<file path="config.mk">
export PLATFORM = sky130hd
export DESIGN_NAME = uart_adc_link_controller_top
export DESIGN_NICKNAME = d
export VERILOG_FILES = /design/src/ualc_pkg.sv /design/src/uart_adc_link_controller_top.sv
export SDC_FILE = /design/constraint.sdc
export NUM_CORES = 1
export LEC_CHECK = 0
export BUFFER_PORTS_ARGS = -buffer_cell sky130_fd_sc_hd__buf_2
export CAP_MARGIN = 20
export CELL_PAD_IN_SITES_DETAIL_PLACEMENT = 1
export CELL_PAD_IN_SITES_GLOBAL_PLACEMENT = 1
export CORE_ASPECT_RATIO = 2
export CORE_MARGIN = 4
export CORE_UTILIZATION = 45
export DETAILED_ROUTE_END_ITERATION = 8
export PLACE_DENSITY = 0.89
export SYNTH_ARGS = -nofsm -noshare
export SYNTH_HDL_FRONTEND = slang
export SYNTH_SLANG_ARGS = --single-unit
</file>
<file path="constraint.sdc">
create_clock -name i_clk -period 7.13 [get_ports i_clk]
set_input_delay 0.3565 -clock i_clk [delete_from_list [all_inputs] [get_ports i_clk]]
set_output_delay 0.3565 -clock i_clk [all_outputs]
set_load 0.01 [all_outputs]
</file>
<file path="src/ualc_pkg.sv">
// ----------------------------------------------------------------------------
// ualc_pkg
// shared types and constants for the uart adc link controller
// ----------------------------------------------------------------------------
`default_nettype none

package ualc_pkg;

    // link constants
    localparam logic [7:0]  SYNC_TX_BYTE   = 8'hAA;
    localparam logic [7:0]  SYNC_RX_BYTE   = 8'h55;
    localparam logic [7:0]  HIGH_CODE_MASK = 8'b0000_1111;
    localparam logic [7:0]  LOW_CODE_MASK  = 8'b0111_1110;
    localparam int unsigned CODE_W         = 10;
    localparam int unsigned VREF_W         = 10;
    localparam int unsigned VOLT_W         = 10;
    localparam int unsigned TICK_W         = 16;
    localparam logic [TICK_W-1:0] TICK_MAX = '1;

    // register defaults
    localparam logic [7:0]        CFG_BASE_RST     = 8'd0;
    localparam logic [TICK_W-1:0] INIT_TIMEOUT_RST = 16'd1000;
    localparam logic [TICK_W-1:0] READ_TIMEOUT_RST = 16'd10;
    localparam logic [VREF_W-1:0] VREF_RST         = 10'd330;

    // register indexes
    typedef enum logic [1:0] {
        REG_CONFIG_BASE  = 2'd0,
        REG_INIT_TIMEOUT = 2'd1,
        REG_READ_TIMEOUT = 2'd2,
        REG_VREF         = 2'd3
    } t_reg_idx;

    typedef enum logic [1:0] {
        OP_START_SYNC = 2'd0,
        OP_START_READ = 2'd1,
        OP_RX_BYTE    = 2'd2,
        OP_TICK       = 2'd3
    } t_op;

    typedef enum logic [1:0] {
        ST_OK           = 2'd0,
        ST_SYNC_TIMEOUT = 2'd1,
        ST_READ_TIMEOUT = 2'd2,
        ST_NOT_READY    = 2'd3
    } t_status;

    typedef enum logic [2:0] {
        PH_IDLE      = 3'd0,
        PH_HANDSHAKE = 3'd1,
        PH_ECHO      = 3'd2,
        PH_HIGH      = 3'd3,
        PH_LOW       = 3'd4
    } t_phase;

    typedef struct packed {
        logic [1:0] operation;
        logic [1:0] channel;
        logic [7:0] rx_byte;
    } t_in_beat;

    typedef struct packed {
        logic              tx_valid;
        logic [7:0]        tx_byte;
        logic              done_res;
        logic [1:0]        status;
        logic [VOLT_W-1:0] voltage;
        logic              link_ready;
    } t_out_beat;

endpackage

`default_nettype wire

</file>
<file path="src/uart_adc_link_controller_top.sv">
// ----------------------------------------------------------------------------
// uart_adc_link_controller_top
// host side control of a uart linked isolated converter: baud sync and reads
// ----------------------------------------------------------------------------
// the result beat of an accepted input beat is registered and shown in the cycle after
// throughput: one input beat per cycle; the single result register is the
//   only buffer, so input stalls only while that register is full and stalled
// reset (synchronous, active low): link idle, not ready, tick counter cleared,
//   registers back to their defaults, result register empty
`default_nettype none

module uart_adc_link_controller_top
    import ualc_pkg::*;
(
    input  wire logic        i_clk,
    input  wire logic        i_rst_n,

    // event channel
    input  wire logic        i_in_valid,
    output logic             o_in_stall,
    input  wire t_in_beat    i_in_data,

    // result channel
    output logic             o_out_valid,
    input  wire logic        i_out_stall,
    output t_out_beat        o_out_data,

    // register write channel
    input  wire logic        i_cfg_valid,
    output logic             o_cfg_ready,
    input  wire logic [1:0]  i_cfg_index,
    input  wire logic [15:0] i_cfg_data
);

    // ------------------------------------------------------------------
    // configuration registers
    // ------------------------------------------------------------------
    logic [7:0]        r_cfg_base;
    logic [TICK_W-1:0] r_init_timeout;
    logic [TICK_W-1:0] r_read_timeout;
    logic [VREF_W-1:0] r_vref;

    // writes are always taken
    assign o_cfg_ready = 1'b1;

    always_ff @(posedge i_clk) begin
        if (!i_rst_n) begin
            r_cfg_base     <= CFG_BASE_RST;
            r_init_timeout <= INIT_TIMEOUT_RST;
            r_read_timeout <= READ_TIMEOUT_RST;
            r_vref         <= VREF_RST;
        end else if (i_cfg_valid && o_cfg_ready) begin
            unique case (t_reg_idx'(i_cfg_index))
                REG_CONFIG_BASE:  r_cfg_base     <= i_cfg_data[7:0];
                REG_INIT_TIMEOUT: r_init_timeout <= i_cfg_data[TICK_W-1:0];
                REG_READ_TIMEOUT: r_read_timeout <= i_cfg_data[TICK_W-1:0];
                REG_VREF:         r_vref         <= i_cfg_data[VREF_W-1:0];
                default:          r_vref         <= r_vref;
            endcase
        end
    end

    // ------------------------------------------------------------------
    // handshake: the result register parts the two sides, so a new beat
    // goes in whenever that register is empty or being drained
    // ------------------------------------------------------------------
    logic      r_out_valid;
    t_out_beat r_out;
    logic      w_in_take;
    logic      w_out_take;

    assign o_in_stall  = r_out_valid && i_out_stall;
    assign w_in_take   = i_in_valid && !o_in_stall;
    assign w_out_take  = r_out_valid && !i_out_stall;
    assign o_out_valid = r_out_valid;
    assign o_out_data  = r_out;

    // ------------------------------------------------------------------
    // link state
    // ------------------------------------------------------------------
    t_phase            r_phase,   n_phase;
    logic              r_sync,    n_sync;     // previous sync byte was 0x55
    logic              r_ready,   n_ready;    // sticky link ready flag
    logic [TICK_W-1:0] r_elapsed, n_elapsed;  // ticks in current operation
    logic [7:0]        r_cmd,     n_cmd;      // command byte sent for the read
    logic [7:0]        r_high,    n_high;     // first data byte of the read

    // decoded event fields
    t_op        w_op;
    logic [7:0] w_cmd_byte;
    logic       w_sync_hit;
    logic       w_busy;

    assign w_op       = t_op'(i_in_data.operation);
    assign w_cmd_byte = r_cfg_base | {2'b00, i_in_data.channel, 4'b0000};
    assign w_sync_hit = (i_in_data.rx_byte == SYNC_RX_BYTE);
    assign w_busy     = (r_phase != PH_IDLE);

    // saturating tick count after this tick
    logic [TICK_W-1:0] w_tick_cnt;
    logic              w_sync_expired;
    logic              w_read_expired;

    assign w_tick_cnt     = (r_elapsed == TICK_MAX) ? r_elapsed : r_elapsed + 1'b1;
    assign w_sync_expired = (w_tick_cnt >= r_init_timeout);
    assign w_read_expired = (w_tick_cnt >= r_read_timeout);

    // conversion: 10-bit code scaled by vref, divided by 1024 as a shift
    logic [CODE_W-1:0]        w_code;
    logic [CODE_W+VREF_W-1:0] w_product;
    logic [7:0]               w_hi_bits;
    logic [7:0]               w_lo_bits;

    assign w_hi_bits = r_high & HIGH_CODE_MASK;
    assign w_lo_bits = i_in_data.rx_byte & LOW_CODE_MASK;
    assign w_code    = {w_hi_bits[3:0], w_lo_bits[6:1]};
    assign w_product = (CODE_W+VREF_W)'(w_code) * (CODE_W+VREF_W)'(r_vref);

    // ------------------------------------------------------------------
    // next state
    // ------------------------------------------------------------------
    always_comb begin
        n_phase   = r_phase;
        n_sync    = r_sync;
        n_ready   = r_ready;
        n_elapsed = r_elapsed;
        n_cmd     = r_cmd;
        n_high    = r_high;
        unique case (w_op)
            OP_START_SYNC: begin
                // any operation in progress is dropped
                n_phase   = PH_HANDSHAKE;
                n_sync    = 1'b0;
                n_elapsed = '0;
            end
            OP_START_READ: begin
                // not ready: rejected at once, a running handshake carries on
                if (r_ready) begin
                    n_cmd     = w_cmd_byte;
                    n_phase   = PH_ECHO;
                    n_elapsed = '0;
                end
            end
            OP_RX_BYTE: begin
                unique case (r_phase)
                    PH_HANDSHAKE: begin
                        n_sync = w_sync_hit;
                        if (w_sync_hit && r_sync) begin
                            n_ready = 1'b1;
                            n_phase = PH_IDLE;
                        end
                    end
                    PH_ECHO: begin
                        // skip bytes until our own command comes back
                        if (i_in_data.rx_byte == r_cmd) begin
                            n_phase = PH_HIGH;
                        end
                    end
                    PH_HIGH: begin
                        n_high  = i_in_data.rx_byte;
                        n_phase = PH_LOW;
                    end
                    PH_LOW: begin
                        n_phase = PH_IDLE;
                    end
                    default: begin
                        n_phase = PH_IDLE;
                    end
                endcase
            end
            OP_TICK: begin
                if (w_busy) begin
                    n_elapsed = w_tick_cnt;
                    priority if (r_phase == PH_HANDSHAKE) begin
                        if (w_sync_expired) begin
                            n_phase = PH_IDLE;
                        end
                    end else if (w_read_expired) begin
                        n_phase = PH_IDLE;
                    end
                end
            end
            default: begin
                n_phase = r_phase;
            end
        endcase
    end

    // ------------------------------------------------------------------
    // result beat
    // ------------------------------------------------------------------
    t_out_beat n_out;

    always_comb begin
        n_out            = '0;
        n_out.link_ready = n_ready;
        unique case (w_op)
            OP_START_SYNC: begin
                n_out.tx_valid = 1'b1;
                n_out.tx_byte  = SYNC_TX_BYTE;
            end
            OP_START_READ: begin
                if (r_ready) begin
                    n_out.tx_valid = 1'b1;
                    n_out.tx_byte  = w_cmd_byte;
                end else begin
                    n_out.done_res = 1'b1;
                    n_out.status   = ST_NOT_READY;
                end
            end
            OP_RX_BYTE: begin
                unique case (r_phase)
                    PH_HANDSHAKE: begin
                        // every byte during sync is answered with another 0xAA
                        n_out.tx_valid = 1'b1;
                        n_out.tx_byte  = SYNC_TX_BYTE;
                        n_out.done_res = w_sync_hit && r_sync;
                    end
                    PH_LOW: begin
                        n_out.done_res = 1'b1;
                        n_out.voltage  = w_product[CODE_W+VREF_W-1:CODE_W];
                    end
                    default: begin
                        n_out.done_res = 1'b0;
                    end
                endcase
            end
            OP_TICK: begin
                if (w_busy) begin
                    priority if (r_phase == PH_HANDSHAKE) begin
                        if (w_sync_expired) begin
                            n_out.done_res = 1'b1;
                            n_out.status   = ST_SYNC_TIMEOUT;
                        end
                    end else if (w_read_expired) begin
                        n_out.done_res = 1'b1;
                        n_out.status   = ST_READ_TIMEOUT;
                    end
                end
            end
            default: begin
                n_out.done_res = 1'b0;
            end
        endcase
    end

    // ------------------------------------------------------------------
    // registers
    // ------------------------------------------------------------------
    always_ff @(posedge i_clk) begin
        if (!i_rst_n) begin
            r_phase   <= PH_IDLE;
            r_sync    <= 1'b0;
            r_ready   <= 1'b0;
            r_elapsed <= '0;
            r_cmd     <= '0;
            r_high    <= '0;
        end else if (w_in_take) begin
            r_phase   <= n_phase;
            r_sync    <= n_sync;
            r_ready   <= n_ready;
            r_elapsed <= n_elapsed;
            r_cmd     <= n_cmd;
            r_high    <= n_high;
        end
    end

    always_ff @(posedge i_clk) begin
        if (!i_rst_n) begin
            r_out_valid <= 1'b0;
        end else if (w_in_take) begin
            r_out_valid <= 1'b1;
        end else if (w_out_take) begin
            r_out_valid <= 1'b0;
        end
    end

    // payload loads with each accepted beat
    always_ff @(posedge i_clk) begin
        if (w_in_take) begin
            r_out <= n_out;
        end
    end

    // ------------------------------------------------------------------
    // assertions
    // ------------------------------------------------------------------
    // the ready flag never drops once the link is up
    a_ready_sticky: assert property (@(posedge i_clk) disable iff (!i_rst_n)
        r_ready |=> r_ready)
        else $error("link ready flag dropped");

    // a finished operation (other than a rejected read) leaves the link idle
    a_done_idle: assert property (@(posedge i_clk) disable iff (!i_rst_n)
        (w_in_take && n_out.done_res && n_out.status != ST_NOT_READY)
        |=> (r_phase == PH_IDLE))
        else $error("operation finished but phase not idle");

    // an accepted beat always shows up in the result register next cycle
    a_take_fills: assert property (@(posedge i_clk) disable iff (!i_rst_n)
        w_in_take |=> r_out_valid)
        else $error("accepted beat produced no result");

    // a voltage only comes with a successful completion
    a_volt_done: assert property (@(posedge i_clk) disable iff (!i_rst_n)
        (r_out_valid && r_out.voltage != '0)
        |-> (r_out.done_res && r_out.status == ST_OK))
        else $error("voltage without a completed read");

    // the tick counter is reset by every start beat that opens an operation; this check covers the handshake start
    a_start_clears: assert property (@(posedge i_clk) disable iff (!i_rst_n)
        (w_in_take && w_op == OP_START_SYNC) |=> (r_elapsed == '0))
        else $error("tick counter not cleared on handshake start");

endmodule

`default_nettype wire
</file>
== Word level (Yosys, flattened, before mapping) ==
Index checks and enable logic that the tools add are counted.
Operators by class
  $add $sub $neg: 1
  multipliers: 1
  $lt $le $gt $ge: 2
  eq/ne operators: 20
  multiplexer cells: 31
  bitwise logic cells: 1
  reduce and logical (&&, ||, !) cells: 22
Operator list (count)
  $mux W16: 3
  $pmux W16 S3: 1
  $mux W3: 12
  $ge A16 B16 Y1: 2
  $pmux W9 S3: 1
  $mul A10 B10 Y20: 1
  $mux W9: 2
  $add A16 B1 Y16 const B: 1
  $eq A16 B16 Y1 const B: 1
  $ne A3 B3 Y1 const B: 4
  $pmux W3 S4: 1
  $reduce_and A2 Y1: 5
  $pmux W3 S3: 1
  $reduce_and A3 Y1: 3
  $eq A2 B2 Y1 const B: 4
  $eq A8 B7 Y1 const B: 1
  $eq A8 B8 Y1: 1
  $or A8 B6 Y8: 1
  $reduce_and A7 Y1: 1
  $eq A3 B2 Y1 const B: 2
  $mux W1: 6
  $ne A2 B2 Y1 const B: 3
  $reduce_bool A3 Y1: 2
  $eq A2 B1 Y1 const B: 2
  other kinds (10): 17
Storage, ports and cells
  bits in registers: 107
  input bits: 35
  output and inout port bits: 26
  logic and storage cells: 95

== Longest topological paths before layout ==
  word-level depth: 7
  mapped depth: 20
  gate-level depth less buffers: 19

== Worst setup path after synthesis ==
OpenSTA, ideal clock, no wires.
  kind: input-to-reg
  start point: in i_in_data[1] (netlist name)
  end point: reg r_out (netlist bit o_out_data[7]), data pin
  library setup time: 0.266 ns
  arrival: 4.760 ns
  data required time: 6.864 ns
  path slack: 2.104 ns
  stages: 16
  path buffers: 1
  cell sequence: clkbuf_1 -> nand2_1 -> fa_1 -> fa_1 -> inv_1 -> fa_1 -> fa_1 -> fa_1 -> ha_1 -> a211oi_1 -> nand2_1 -> a211oi_1 -> nor2_1 -> a221oi_1 -> xor2_1 -> nor2_1
On the way
  longest elaborated chain between the ends: 1
RTL lines
  start: declaration: line uart_adc_link_controller_top.sv:21  | input wire t_in_beat i_in_data,
  $mul A10 B10 Y20: line uart_adc_link_controller_top.sv:117  | assign w_product = (CODE_W+VREF_W)'(w_code) * (CODE_W+VREF_W)'(r_vref);
  end signal: assignment: line uart_adc_link_controller_top.sv:281  | r_out <= n_out;
  end: declaration: line uart_adc_link_controller_top.sv:68  | t_out_beat r_out;
No other way between the ends.
A chain may end at the register's enable or synchronous reset.

== Worst setup path in the final report ==
  start point: reg r_vref[3]
  end point: reg r_out (netlist bit o_out_data[7]), data pin
On the way
  longest elaborated chain between the ends: 1
RTL lines
  start: declaration: line uart_adc_link_controller_top.sv:41  | logic [VREF_W-1:0] r_vref;
  start signal: assignment: line uart_adc_link_controller_top.sv:57  | REG_VREF: r_vref <= i_cfg_data[VREF_W-1:0];
  start signal: assignment: line uart_adc_link_controller_top.sv:58  | default: r_vref <= r_vref;
  $mul A10 B10 Y20: line uart_adc_link_controller_top.sv:117
No other way between the ends.

==> qor.csv <==
metric,value,unit
cts_tree,yes,
yosysSeqAreaShare,0.283,
die_area,21000,sq um
synth_area,8400,sq um
ys_warn_count,0,
worst_path_dominant_cell_family,adder cells,
p_per_area,169,nW/um^2
fmax,0.186,GHz
area_growth,8.27,%
clkSlewWorstSetupHoldPaths,0.07,ns
cts-hold-fix-buffers,0,
largest_net_degree_at_the_start_of_global_routing,57,
worst_setup_sp_type,flop,
cts_buffers,9,
cpPeakStageDelay,0.63,ns
routed_wire_length_per_instance,19.9,um
critical_path.most_common_cell,fa_1,
postSynth.asyncResetShare,0,
syn-num-nets,1162,
slew-limit-headroom,0.360,
detailedPlacementHpwl,19.2,mm
postSynthCellCount,980,
most-common-layout-cells,"nand2_1 (188), inv_1 (101), ha_1 (86), dfxtp_1 (84), a21oi_1 (76)",
total_routing_usage_gr,0.239,
worst-path-max-fanout,11,
clkLatencyLatePin,0.36,ns
nets,1189,
timing_worst_slew_pin_value,0.955,ns
die_width,105,um
synth.lib_cells_used.distinct,60,
diodes,0,
drt_pass1_iterations,4,
ys.flop_type,dfxtp_1,
gp_congestion,0.917,
fin_setup_tns,0,ns
max_cap_violations,0,
timing.final.hold_violations,0,
rsz0062_at_grt,false,
critPathCaptureType,flop,
core.rowCount,70,
worst_clock_skew,0.00899,ns
vias,7047,
cp.buffers_inverters,1,
detail_route.iter0.violations,259,
global_route.overflow_total,0,
criticalPathCategory,flop to flop,
synthesis.area_per_instance,8.57,sq um
io-pin-count,61,
timing.final.max_slew_violations,0,
placeableCoreArea,18300,sq um
initial_core_util,0.459,
cts_setup_buffers,0,
final_layout_size_suffix_gt1_frac,0.0889,
min_period_over_period,0.756,
worst-endpoint-required,7.22,ns
total_power,1.53,mW
port_buffers,59,
final_antenna_net_count,0,
period_needed,5.39,ns
worstPathArrival,5.48,ns
setup-violations-final,0,
crit_slowest_cell,fa_1,
grt_antenna_before_repair,0,
post-route-drc-count,0,
via_count_of_the_first_global_routing_pass,7820,
cts.htree.levels,3,
numClockSinks,107,
number_of_synthesized_flops_with_an_enable_pin,23,
cts_root_buf,clkbuf_16,
cell_chain_of_the_critical_path,nand2_1 -> fa_1 -> inv_1 -> fa_1 -> fa_1 -> fa_1 -> fa_1 -> ha_1 -> a211oi_1 -> nand2_1 -> a211oi_1 -> nor2_1 -> a221oi_1 -> xor2_1 -> nor2_1,
detail_route.vias_per_cell,5.74,
layout_commonest_cell,nand2_1,
finish.utilization,0.497,
clock_tree.buffer_depth,2,
peakVddDrop,0.113,mV
fp.dieH,201,um
routed_wl,24.4,mm
worst_hold_path_type,input port to flop,
yosys_register_bits,107,
cts.repair.resized,0,
leakagePower,4.16,nW
grt_first_pass_wirelength,39.4,mm
outcome,"finished, final reports clean",
## per-layer routing
metal  global-route usage  wire length, um  up-vias
li1                     -                -     3311
met1                0.216             7800     3510
met2                0.475            14300      141
met3               0.0254              530       85
met4                0.170             1840        0
met5                    0                0        -
## path summary, 6_finish.rpt
kind	from	endpoint	slack, ns	depth (start not counted)
worst min register to register	r_read_timeout[13]$_SDFFE_PN0P_	r_read_timeout[13]$_SDFFE_PN0P_	0.45	2
worst max register to register	r_vref[3]$_SDFFE_PN1P_	o_out_data[7]$_SDFFCE_PN0P_	1.74	15
worst min-delay path	i_in_valid	o_out_valid$_SDFFE_PN0P_	0.23	2
worst max-delay path	r_vref[3]$_SDFFE_PN1P_	o_out_data[7]$_SDFFCE_PN0P_	1.74	15
## cells in the mapped netlist, types with 3 or more instances
master	n	area, sq um
a31oi_1	16	100
nand4_1	10	62.6
and3_1	10	62.6
a21oi_1	76	380
ha_1	86	1080
o21ai_0	15	75.1
o211ai_1	8	60.1
nor2_1	46	173
clkbuf_1	38	143
xnor2_1	18	158
nand3_1	25	125
a211oi_1	9	67.6
o21a_1	8	60.1
fa_1	61	1220
nor3_1	5	25.0
or2_2	3	18.8
nor2b_1	5	31.3
o22ai_1	3	18.8
buf_1	4	15.0
nand2_1	188	706
xor2_1	10	87.6
edfxtp_1	23	691
and2_1	52	325
mux2i_1	10	100
inv_1	102	383
dfxtp_1	84	1680
nand2b_1	5	31.3
a21o_1	12	90.1
o21bai_1	3	22.5
## where the power goes
group / internal, mW / switching, mW
clock network: 0.270 / 0.239
logic: 0.146 / 0.227
registers: 0.637 / 0.0145
total: 1.05 / 0.481
## area by class of cell
type                            instances  area, sq um
Tap cell                              216          270
Clock buffer                           12          268
Multi-Input combinational cell        725         5460
Timing Repair Buffer                   61          310
Clock inverter                          4         28.8
Fill cell                            2210         9210
Inverter                              103          387
Sequential cell                       107         2370
## worst reg2reg max path, cell delays in order (launching register included)
cell	delay [ns]
dfxtp_1	0.56
nand2_1	0.19
fa_1	0.63
inv_1	0.08
fa_1	0.56
fa_1	0.47
fa_1	0.54
fa_1	0.49
ha_1	0.36
a211oi_1	0.25
nand2_1	0.10
a211oi_1	0.23
nor2_1	0.14
a221oi_1	0.32
xor2_1	0.18
nor2_1	0.05
## metrics by stage
stage	hold slack, ns	setup WS (ns)	area (sq um)	std cells
6_report	0.226	1.74	9090	1228
5_1_grt	0.246	1.45	9090	1228
4_1_cts	0.217	1.75	9090	1228
3_5_place_dp	0.449	1.77	8790	1212
3_3_place_gp	0.443	1.92	8790	1212
2_1_floorplan	0.435	2.10	8400	980
## sequential cells by signal (all words and copies together) (netlist names)
signal	cells
r_high	4
r_vref	10
r_cfg_base	8
o_out_data	23
r_phase	3
r_elapsed	16
o_out_valid	1
r_sync	1
r_cmd	8
r_init_timeout	16
r_read_timeout	16
r_ready	1
## cell families after synthesis
logic type                 after synthesis  share of synthesized area
and+or+nand+nor                        369                      0.209
DFF                                    107                      0.283
muxes                                   12                     0.0146
AOI/OAI and AO/OA                      168                      0.122
xor gates and xnor gates                28                     0.0292
buffers and inverters                  148                     0.0684
adders and majority gates              147                      0.274
other                                    1                   0.000447
No activity file was read; power rests on OpenSTA's default activity.
